**src/rtl/lcdws_pkg.sv**
```systemverilog
`timescale 1ns / 1ps
`default_nettype none
// ----------------------------------------------------------------------------
// lcdws_pkg: shared types and constants of the character LCD write sequencer
// Request and result payloads, the internal command record, register indexes
// and reset values, and the request kind codes.
// ----------------------------------------------------------------------------
package lcdws_pkg;

	// Request kinds.
	localparam logic [2:0] KIND_COMMAND = 3'd0;
	localparam logic [2:0] KIND_DATA    = 3'd1;
	localparam logic [2:0] KIND_NIBBLE  = 3'd2;
	localparam logic [2:0] KIND_CURSOR  = 3'd3;
	localparam logic [2:0] KIND_GLYPH   = 3'd4;

	// Configuration register indexes.
	localparam int CFG_IDX_W = 3;
	localparam logic [CFG_IDX_W-1:0] REG_PRE_WAIT         = 3'd0;
	localparam logic [CFG_IDX_W-1:0] REG_SETUP_WAIT       = 3'd1;
	localparam logic [CFG_IDX_W-1:0] REG_PULSE_WAIT       = 3'd2;
	localparam logic [CFG_IDX_W-1:0] REG_POST_WAIT        = 3'd3;
	localparam logic [CFG_IDX_W-1:0] REG_START_SETUP_WAIT = 3'd4;
	localparam logic [CFG_IDX_W-1:0] REG_START_POST_WAIT  = 3'd5;

	localparam int TICK_W = 16;

	// Register reset values.
	localparam logic [TICK_W-1:0] PRE_WAIT_RST         = 16'd200;
	localparam logic [TICK_W-1:0] SETUP_WAIT_RST       = 16'd7;
	localparam logic [TICK_W-1:0] PULSE_WAIT_RST       = 16'd7;
	localparam logic [TICK_W-1:0] POST_WAIT_RST        = 16'd200;
	localparam logic [TICK_W-1:0] START_SETUP_WAIT_RST = 16'd20;
	localparam logic [TICK_W-1:0] START_POST_WAIT_RST  = 16'd400;

	// Command byte prefixes.
	localparam logic [7:0] CMD_SET_DDRAM = 8'h80;
	localparam logic [7:0] CMD_SET_CGRAM = 8'h40;
	// Adding 64 to a 7-bit address flips its top bit.
	localparam logic [6:0] LINE2_OFFSET  = 7'h40;

	// Command queue geometry.
	localparam int Q_DEPTH = 2;
	localparam int Q_PTR_W = 1;
	localparam int Q_CNT_W = 2;

	typedef struct packed {
		logic [2:0] kind;
		logic [7:0] byte_value;
		logic [5:0] column;
		logic [1:0] row;
		logic [2:0] glyph_index;
	} req_t;

	typedef struct packed {
		logic              reg_select;
		logic              enable_pin;
		logic [3:0]        bus_nibble;
		logic [TICK_W-1:0] hold_ticks;
		logic              last;
	} res_t;

	// One classified transfer as handed from the front end to the back end.
	typedef struct packed {
		logic       is_nibble;
		logic       rs;
		logic [7:0] data;
		logic [3:0] old_nibble;
	} cmd_t;

	typedef struct packed {
		logic [TICK_W-1:0] pre_wait;
		logic [TICK_W-1:0] setup_wait;
		logic [TICK_W-1:0] pulse_wait;
		logic [TICK_W-1:0] post_wait;
		logic [TICK_W-1:0] start_setup_wait;
		logic [TICK_W-1:0] start_post_wait;
	} cfg_t;

endpackage
`default_nettype wire

```
**src/rtl/lcdws_front.sv**
```systemverilog
`timescale 1ns / 1ps
`default_nettype none
// ----------------------------------------------------------------------------
// lcdws_front: request decoder
// Turns each request into a command record and tracks the nibble left on
// the data pins.
// ----------------------------------------------------------------------------
module lcdws_front (
	input  wire logic              clk,
	input  wire logic              arst_n,
	input  wire logic              push,
	input  wire logic              full,
	input  wire lcdws_pkg::req_t   request,
	output lcdws_pkg::cmd_t        enq_cmd,
	output logic                   enq
);

	logic [3:0]     bus_hold_q;
	logic           kind_ok;
	logic [6:0]     ddram_addr;
	lcdws_pkg::cmd_t cmd;

	always_comb begin
		ddram_addr = {1'b0, request.column} + 7'h7F;
		if (request.row[1]) begin
			ddram_addr = ddram_addr ^ lcdws_pkg::LINE2_OFFSET;
		end
		kind_ok        = 1'b1;
		cmd.is_nibble  = 1'b0;
		cmd.rs         = 1'b0;
		cmd.data       = request.byte_value;
		cmd.old_nibble = bus_hold_q;
		case (request.kind)
			lcdws_pkg::KIND_COMMAND: begin
			end
			lcdws_pkg::KIND_DATA: begin
				cmd.rs = 1'b1;
			end
			lcdws_pkg::KIND_NIBBLE: begin
				cmd.is_nibble = 1'b1;
				cmd.data      = {4'd0, request.byte_value[3:0]};
			end
			lcdws_pkg::KIND_CURSOR: begin
				cmd.data = lcdws_pkg::CMD_SET_DDRAM | {1'b0, ddram_addr};
			end
			lcdws_pkg::KIND_GLYPH: begin
				cmd.data = lcdws_pkg::CMD_SET_CGRAM | {2'd0, request.glyph_index, 3'd0};
			end
			default: begin
				kind_ok = 1'b0;
			end
		endcase
	end

	assign enq     = push && !full && kind_ok;
	assign enq_cmd = cmd;

	// Every transfer leaves its low nibble on the pins.
	always_ff @(posedge clk or negedge arst_n) begin
		if (!arst_n) begin
			bus_hold_q <= 4'd0;
		end else if (enq) begin
			bus_hold_q <= cmd.data[3:0];
		end
	end

endmodule
`default_nettype wire

```
**src/rtl/lcdws_queue.sv**
```systemverilog
`timescale 1ns / 1ps
`default_nettype none
// ----------------------------------------------------------------------------
// lcdws_queue: command queue
// Two-entry queue of command records between the decoder and the sequencer.
// ----------------------------------------------------------------------------
module lcdws_queue (
	input  wire logic            clk,
	input  wire logic            arst_n,
	input  wire logic            wr,
	input  wire lcdws_pkg::cmd_t wr_cmd,
	input  wire logic            rd,
	output lcdws_pkg::cmd_t      head,
	output logic                 q_empty,
	output logic                 q_full
);

	lcdws_pkg::cmd_t                 mem [lcdws_pkg::Q_DEPTH];
	logic [lcdws_pkg::Q_PTR_W-1:0]   wr_ptr_q;
	logic [lcdws_pkg::Q_PTR_W-1:0]   rd_ptr_q;
	logic [lcdws_pkg::Q_CNT_W-1:0]   count_q;

	assign q_empty = (count_q == '0);
	assign q_full  = (count_q == lcdws_pkg::Q_CNT_W'(lcdws_pkg::Q_DEPTH));
	assign head    = mem[rd_ptr_q];

	always_ff @(posedge clk) begin
		if (wr) begin
			mem[wr_ptr_q] <= wr_cmd;
		end
	end

	always_ff @(posedge clk or negedge arst_n) begin
		if (!arst_n) begin
			wr_ptr_q <= '0;
			rd_ptr_q <= '0;
			count_q  <= '0;
		end else begin
			if (wr) begin
				wr_ptr_q <= wr_ptr_q + 1'b1;
			end
			if (rd) begin
				rd_ptr_q <= rd_ptr_q + 1'b1;
			end
			case ({wr, rd})
				2'b10:   count_q <= count_q + 1'b1;
				2'b01:   count_q <= count_q - 1'b1;
				default: count_q <= count_q;
			endcase
		end
	end

endmodule
`default_nettype wire

```
**src/rtl/lcdws_back.sv**
```systemverilog
`timescale 1ns / 1ps
`default_nettype none
// ----------------------------------------------------------------------------
// lcdws_back: pin-state sequencer
// Steps through the pin states of the command at the queue head into the
// result register, one state per cycle while the result is empty or popped.
// ----------------------------------------------------------------------------
module lcdws_back (
	input  wire logic            clk,
	input  wire logic            arst_n,
	input  wire lcdws_pkg::cfg_t cfg,
	input  wire lcdws_pkg::cmd_t head,
	input  wire logic            q_empty,
	output logic                 deq,
	input  wire logic            pop,
	output logic                 empty,
	output lcdws_pkg::res_t      result
);

	typedef enum logic [2:0] {
		ST_SETTLE,
		ST_HI_SETUP,
		ST_HI_PULSE,
		ST_LO_SETUP,
		ST_LO_PULSE,
		ST_POST
	} step_t;

	step_t           step_q;
	step_t           step_nx;
	lcdws_pkg::res_t res;
	lcdws_pkg::res_t out_q;
	logic            out_valid_q;
	logic            emit;

	// Pin state for the current step. A start-up nibble uses only the first
	// three steps.
	always_comb begin
		res.reg_select = head.rs;
		res.enable_pin = 1'b0;
		res.bus_nibble = head.data[3:0];
		res.hold_ticks = cfg.setup_wait;
		res.last       = 1'b0;
		step_nx        = ST_SETTLE;
		if (head.is_nibble) begin
			case (step_q)
				ST_SETTLE: begin
					res.hold_ticks = cfg.start_setup_wait;
					step_nx        = ST_HI_SETUP;
				end
				ST_HI_SETUP: begin
					res.enable_pin = 1'b1;
					res.hold_ticks = cfg.start_setup_wait;
					step_nx        = ST_HI_PULSE;
				end
				default: begin
					res.hold_ticks = cfg.start_post_wait;
					res.last       = 1'b1;
				end
			endcase
		end else begin
			case (step_q)
				ST_SETTLE: begin
					res.bus_nibble = head.old_nibble;
					res.hold_ticks = cfg.pre_wait;
					step_nx        = ST_HI_SETUP;
				end
				ST_HI_SETUP: begin
					res.bus_nibble = head.data[7:4];
					step_nx        = ST_HI_PULSE;
				end
				ST_HI_PULSE: begin
					res.bus_nibble = head.data[7:4];
					res.enable_pin = 1'b1;
					res.hold_ticks = cfg.pulse_wait;
					step_nx        = ST_LO_SETUP;
				end
				ST_LO_SETUP: begin
					step_nx = ST_LO_PULSE;
				end
				ST_LO_PULSE: begin
					res.enable_pin = 1'b1;
					res.hold_ticks = cfg.pulse_wait;
					step_nx        = ST_POST;
				end
				default: begin
					res.hold_ticks = cfg.post_wait;
					res.last       = 1'b1;
				end
			endcase
		end
	end

	assign emit   = !q_empty && (!out_valid_q || pop);
	assign deq    = emit && res.last;
	assign empty  = !out_valid_q;
	assign result = out_q;

	always_ff @(posedge clk or negedge arst_n) begin
		if (!arst_n) begin
			step_q      <= ST_SETTLE;
			out_valid_q <= 1'b0;
			out_q       <= '0;
		end else begin
			if (emit) begin
				step_q      <= step_nx;
				out_q       <= res;
				out_valid_q <= 1'b1;
			end else if (pop) begin
				out_valid_q <= 1'b0;
			end
		end
	end

endmodule
`default_nettype wire

```
**src/rtl/char_lcd_nibble_write_sequencer_core.sv**
```systemverilog
`timescale 1ns / 1ps
`default_nettype none
// ----------------------------------------------------------------------------
// char_lcd_nibble_write_sequencer_core: 4-bit character LCD write sequencer
// Turns command, data, start-up nibble, cursor and glyph address requests
// into timed pin states (RS, E, D7..D4 and a hold time) for a 4-bit bus.
// ----------------------------------------------------------------------------
//
//   Channel   Signals                        Transfers when
//   --------  -----------------------------  -------------------------------
//   request   push, full, request            push high and full low
//   result    pop, empty, result             pop high and empty low
//   config    cfg_write, cfg_index, cfg_data cfg_write high
//
// A command, data, cursor or glyph request yields six pin states and a start-up
// nibble three, one per cycle while pop is held; unused kinds are taken and dropped.
// From an idle queue the request is first written to a queue entry, then registered.
// The two-entry command queue takes new requests while one is sequenced, and full
// rises when both entries are occupied. A result left unpopped holds the sequencer's step.
// Reset loads the register defaults, empties the queue and clears the held nibble.
//
module char_lcd_nibble_write_sequencer_core (
	input  wire logic                              clk,
	input  wire logic                              arst_n,
	input  wire logic                              push,
	output logic                                   full,
	input  wire lcdws_pkg::req_t                   request,
	input  wire logic                              pop,
	output logic                                   empty,
	output lcdws_pkg::res_t                        result,
	input  wire logic                              cfg_write,
	input  wire logic [lcdws_pkg::CFG_IDX_W-1:0]   cfg_index,
	input  wire logic [lcdws_pkg::TICK_W-1:0]      cfg_data
);

	lcdws_pkg::cfg_t cfg_q;
	lcdws_pkg::cmd_t enq_cmd;
	lcdws_pkg::cmd_t head;
	logic            enq;
	logic            deq;
	logic            q_empty;
	logic            q_full;

	// Timing registers. Writes to an index past the list are dropped.
	always_ff @(posedge clk or negedge arst_n) begin
		if (!arst_n) begin
			cfg_q.pre_wait         <= lcdws_pkg::PRE_WAIT_RST;
			cfg_q.setup_wait       <= lcdws_pkg::SETUP_WAIT_RST;
			cfg_q.pulse_wait       <= lcdws_pkg::PULSE_WAIT_RST;
			cfg_q.post_wait        <= lcdws_pkg::POST_WAIT_RST;
			cfg_q.start_setup_wait <= lcdws_pkg::START_SETUP_WAIT_RST;
			cfg_q.start_post_wait  <= lcdws_pkg::START_POST_WAIT_RST;
		end else if (cfg_write) begin
			case (cfg_index)
				lcdws_pkg::REG_PRE_WAIT:         cfg_q.pre_wait         <= cfg_data;
				lcdws_pkg::REG_SETUP_WAIT:       cfg_q.setup_wait       <= cfg_data;
				lcdws_pkg::REG_PULSE_WAIT:       cfg_q.pulse_wait       <= cfg_data;
				lcdws_pkg::REG_POST_WAIT:        cfg_q.post_wait        <= cfg_data;
				lcdws_pkg::REG_START_SETUP_WAIT: cfg_q.start_setup_wait <= cfg_data;
				lcdws_pkg::REG_START_POST_WAIT:  cfg_q.start_post_wait  <= cfg_data;
				default: begin
				end
			endcase
		end
	end

	// The request side is full exactly when the command queue is full.
	assign full = q_full;

	// The decoder classifies each request and records the nibble that the
	// previous transfer left on the pins, so the settle state is known
	// without waiting for the sequencer.
	lcdws_front u_front (
		.clk     (clk),
		.arst_n  (arst_n),
		.push    (push),
		.full    (q_full),
		.request (request),
		.enq_cmd (enq_cmd),
		.enq     (enq)
	);

	lcdws_queue u_queue (
		.clk     (clk),
		.arst_n  (arst_n),
		.wr      (enq),
		.wr_cmd  (enq_cmd),
		.rd      (deq),
		.head    (head),
		.q_empty (q_empty),
		.q_full  (q_full)
	);

	// The sequencer releases a queue entry on the cycle it emits that
	// command's final pin state.
	lcdws_back u_back (
		.clk     (clk),
		.arst_n  (arst_n),
		.cfg     (cfg_q),
		.head    (head),
		.q_empty (q_empty),
		.deq     (deq),
		.pop     (pop),
		.empty   (empty),
		.result  (result)
	);

`ifndef SYNTH
	// A queue entry is released only together with its final pin state.
	assert property (@(posedge clk) disable iff (!arst_n)
		deq |=> (!empty && result.last))
		else $error("queue entry released without a final pin state");

	// A decoded request is in the queue on the next cycle.
	assert property (@(posedge clk) disable iff (!arst_n)
		enq |=> !q_empty)
		else $error("decoded request missing from queue");

	// A stalled request side always has work waiting for the sequencer.
	assert property (@(posedge clk) disable iff (!arst_n)
		full |-> !q_empty)
		else $error("request side full while queue is empty");
`endif

endmodule
`default_nettype wire
```
**config.mk**
```make
export PLATFORM = sky130hd
export DESIGN_NAME = char_lcd_nibble_write_sequencer_core
export DESIGN_NICKNAME = d
export VERILOG_FILES = /design/src/rtl/lcdws_pkg.sv /design/src/rtl/lcdws_front.sv /design/src/rtl/lcdws_queue.sv /design/src/rtl/lcdws_back.sv /design/src/rtl/char_lcd_nibble_write_sequencer_core.sv
export SDC_FILE = /design/constraint.sdc
export NUM_CORES = 1
export LEC_CHECK = 0
export BUFFER_PORTS_ARGS = -buffer_cell sky130_fd_sc_hd__buf_2
export CAP_MARGIN = 20
export CORE_ASPECT_RATIO = 1.1
export CORE_UTILIZATION = 55
export DETAILED_ROUTE_END_ITERATION = 8
export GPL_TIMING_DRIVEN = 0
export MAX_ROUTING_LAYER = met4
export PLACE_DENSITY = 0.75
export SYNTH_ARGS = -nofsm -noshare
export SYNTH_HDL_FRONTEND = slang
export SYNTH_SLANG_ARGS = --single-unit
```
**constraint.sdc**
```tcl
create_clock -name clk -period 5.2 [get_ports clk]
set_clock_uncertainty 0.15 [all_clocks]
set_input_delay 0.26 -clock clk [delete_from_list [all_inputs] [get_ports clk]]
set_output_delay 0.26 -clock clk [all_outputs]
set_load 0.01 [all_outputs]
```
==> metrics <==
status=complete, no violations; fin crit share=46.8%; Die Area=13,900 µm²; post-synth top area cell=dfrtp_1; worst r2r src=u_back.out_valid_q; largest net degree at the start of global routing=103; top layer in use=met4; reg2reg end=u_back.result[15]; # diodes=0; crit path from=pop; synth unique cells=55; top cells by area, synth=dfrtp_1, mux2_2, edfxtp_1, mux2i_1, dfstp_2; M1 WL=6870 µm; GRT Overall Usage=25.6%; WL met2=8140 µm; first-pass GRT wire length=26,200 µm; ys async rst share=82.4%; wire length on met3=591 µm; Synth Register Bits=159; core area=13,200 µm²; Max-cap violations=0; Final Non-Filler Cells=814; Final nets=688; CTS resizes=0; Top FF cell, synth=dfrtp_1; most common cell after layout, fill and taps aside=dfrtp_1; setup TNS=0 ns; Slew headroom=54.7%; Ys Warns=0; PwrDens=551 nW/µm²; syn avg cell area=13.5 µm²; row cnt=44; GRT overflow=0; initial cell density of the core=56.2%; Post-Syn Area=7400 µm²; syn nets=595; Slew @ Worst Pin=0.676 ns; initial antenna violation count=0; Max Freq=0.411 GHz; Die H=124 µm; area delta synth->final=16.2%; Tot Pwr=4.74 mW; RSZ-0062 raised after global routing=false; VDD IR max=277 µV; Inserted Clock Buffers=17; Worst Setup End Kind=flip-flop; clock-pin transition on the worst setup and hold timing paths=0.06 ns; fin area=8600 µm²; average routed wire per standard cell=19.5 µm; worst hold path type=in2reg; CTS Root Cell=clkbuf_16; Final Wtd Congestion=0.833; Synth Instances=547; routed via count=4,847; crit path capture=u_back.result[15]; detailed placer's ending HPWL=10,700 µm; Clk Latency, worst-skew pair=0.41 ns; WP data arrival=2.58 ns; Max clock buf depth=2; placed cells=775; DRT Wirelength=15,900 µm; Routed Antenna Nets=0; Clock Sink Count=159; post-synthesis sequential area ratio=56.0%; vias in the first global route=5,134; Yosys top cell area share=38.6%; total leakage power=3.60 nW; max-slew violations=0; first-iteration detailed-routing DRC count=275; layout cells sized above 1=39.8%; Tmin final=2.43 ns; Worst Setup Start Kind=primary input; detailed-route vias per instance=5.95; Area after DPL=7960 µm²; Post-synth EDFFs=28; Req. time, crit path=5.35 ns; most frequent cells in the layout=dfrtp_1, mux2_2, buf_2; I/O pins=71; router iterations before antenna repair=4; cells on worst reg2reg path=6; Hold Vio Cnt, Final=0; number of setup violations in the final report=0; CP Class=in2reg; H-tree depth=4; CTS tree=done; DRC viols=0; FF-to-FF setup slack=2.85 ns; crit-path max FO=10; HP Start=cfg_data[12]; Port Buf Inserts=66; Horiz. Die Dim=113 µm
[synthesized netlist by cell type, drive strengths merged (2+ instances only)]
cell type,n
nand2b,5
ha,2
edfxtp,28
a21oi,13
a211oi,18
o22a,16
or3,5
clkbuf,11
nor4bb,2
mux2,101
and2,2
nand3,2
mux2i,48
nand2,8
o311ai,4
o221ai,17
nor3b,2
xor2,6
dfrtp,114
nor2b,4
nor3,21
inv,5
nand4b,2
buf,27
dfstp,17
xnor2,5
nand3b,2
a22o,4
a311oi,2
o21ai,25
nor2,17
[state kept, by name, summed over array words and instances, names as in the netlist, 2 cells and up]
signal / flops
u_queue.mem: 28
u_queue.count_q: 2
u_back.step_q: 3
cfg_q: 96
u_back.result: 23
u_front.bus_hold_q: 4
[metrics by stage]
stage / util (%) / hold slack (ns) / setup slack (ns)
2_1_floorplan: - / -0.186 / 3.08
3_3_place_gp: 60.3 / 0.303 / 2.10
3_5_place_dp: 60.5 / 0.00314 / 2.64
4_1_cts: 65.2 / 0.000115 / 2.67
5_1_grt: 65.3 / 0.00442 / 2.66
6_report: 65.3 / 0.00111 / 2.77
[critical path, cell delays in order]
cell and delay, ns:
dlygate4sd3_1 0.52, buf_2 0.09, nand2b_1 0.14, o21a_1 0.14, clkbuf_1 0.48, clkbuf_1 0.54, o21ai_0 0.21, o22a_1 0.20
[report_power, final]
| group | internal [mW] | total (mW) | switching, mW | leakage [nW] |
|---|---|---|---|---|
| Sequential | 1.65 | 1.85 | 0.197 | 1.80 |
| Clock | 0.706 | 1.20 | 0.493 | 0.269 |
| Combinational | 0.762 | 1.69 | 0.929 | 1.53 |
| Total | 3.12 | 4.74 | 1.62 | 3.60 |
[cell type report]
| type | count | area, µm² |
|---|---|---|
| Sequential cell | 159 | 4140 |
| Fill cell | 1003 | 4560 |
| Multi-Input combinational cell | 344 | 3010 |
| Clock buffer | 18 | 429 |
| Inverter | 6 | 22.5 |
| Buffer | 38 | 224 |
| Tap cell | 161 | 201 |
| Clock inverter | 14 | 141 |
| Timing Repair Buffer | 74 | 429 |
[how the worst min path moves through the flow]
stage / endpoint / slack (ns) / cells after the start
after floorplan: cfg_q[0] / -0.19 / 0
after global placement: u_queue.mem[0][2] / 0.30 / 0
after detailed placement: cfg_q[27] / 0.003 / 1
after CTS: cfg_q[4] / 0.0001 / 2
after global routing: cfg_q[4] / 0.004 / 2
final: cfg_q[12] / 0.001 / 2
[cell families (layout without fill, tap and decap cells)]
kind of cell	Yosys count	in the layout	share of synthesized area (%)
mux	149	149	22.0
simple gates	76	76	5.87
xor+xnor	11	11	1.30
buf+inv	44	150	3.33
flops	159	159	56.0
compound gates	106	106	11.1
fa+ha+maj	2	2	0.338
[routing by layer]
layer	vias to the layer above	global-route usage [%]
met5	-	-
met4	0	8.17
met3	25	4.57
met2	128	43.5
met1	2440	31.4
li1	2254	-
[what timing repair did]
| item | in CTS | in global routing |
|---|---|---|
| setup buffers | 0 | 0 |
| hold buffers | 5 | 0 |
| hold endpoints to repair | 72 | 0 |
(Power assumes the default switching activity.)
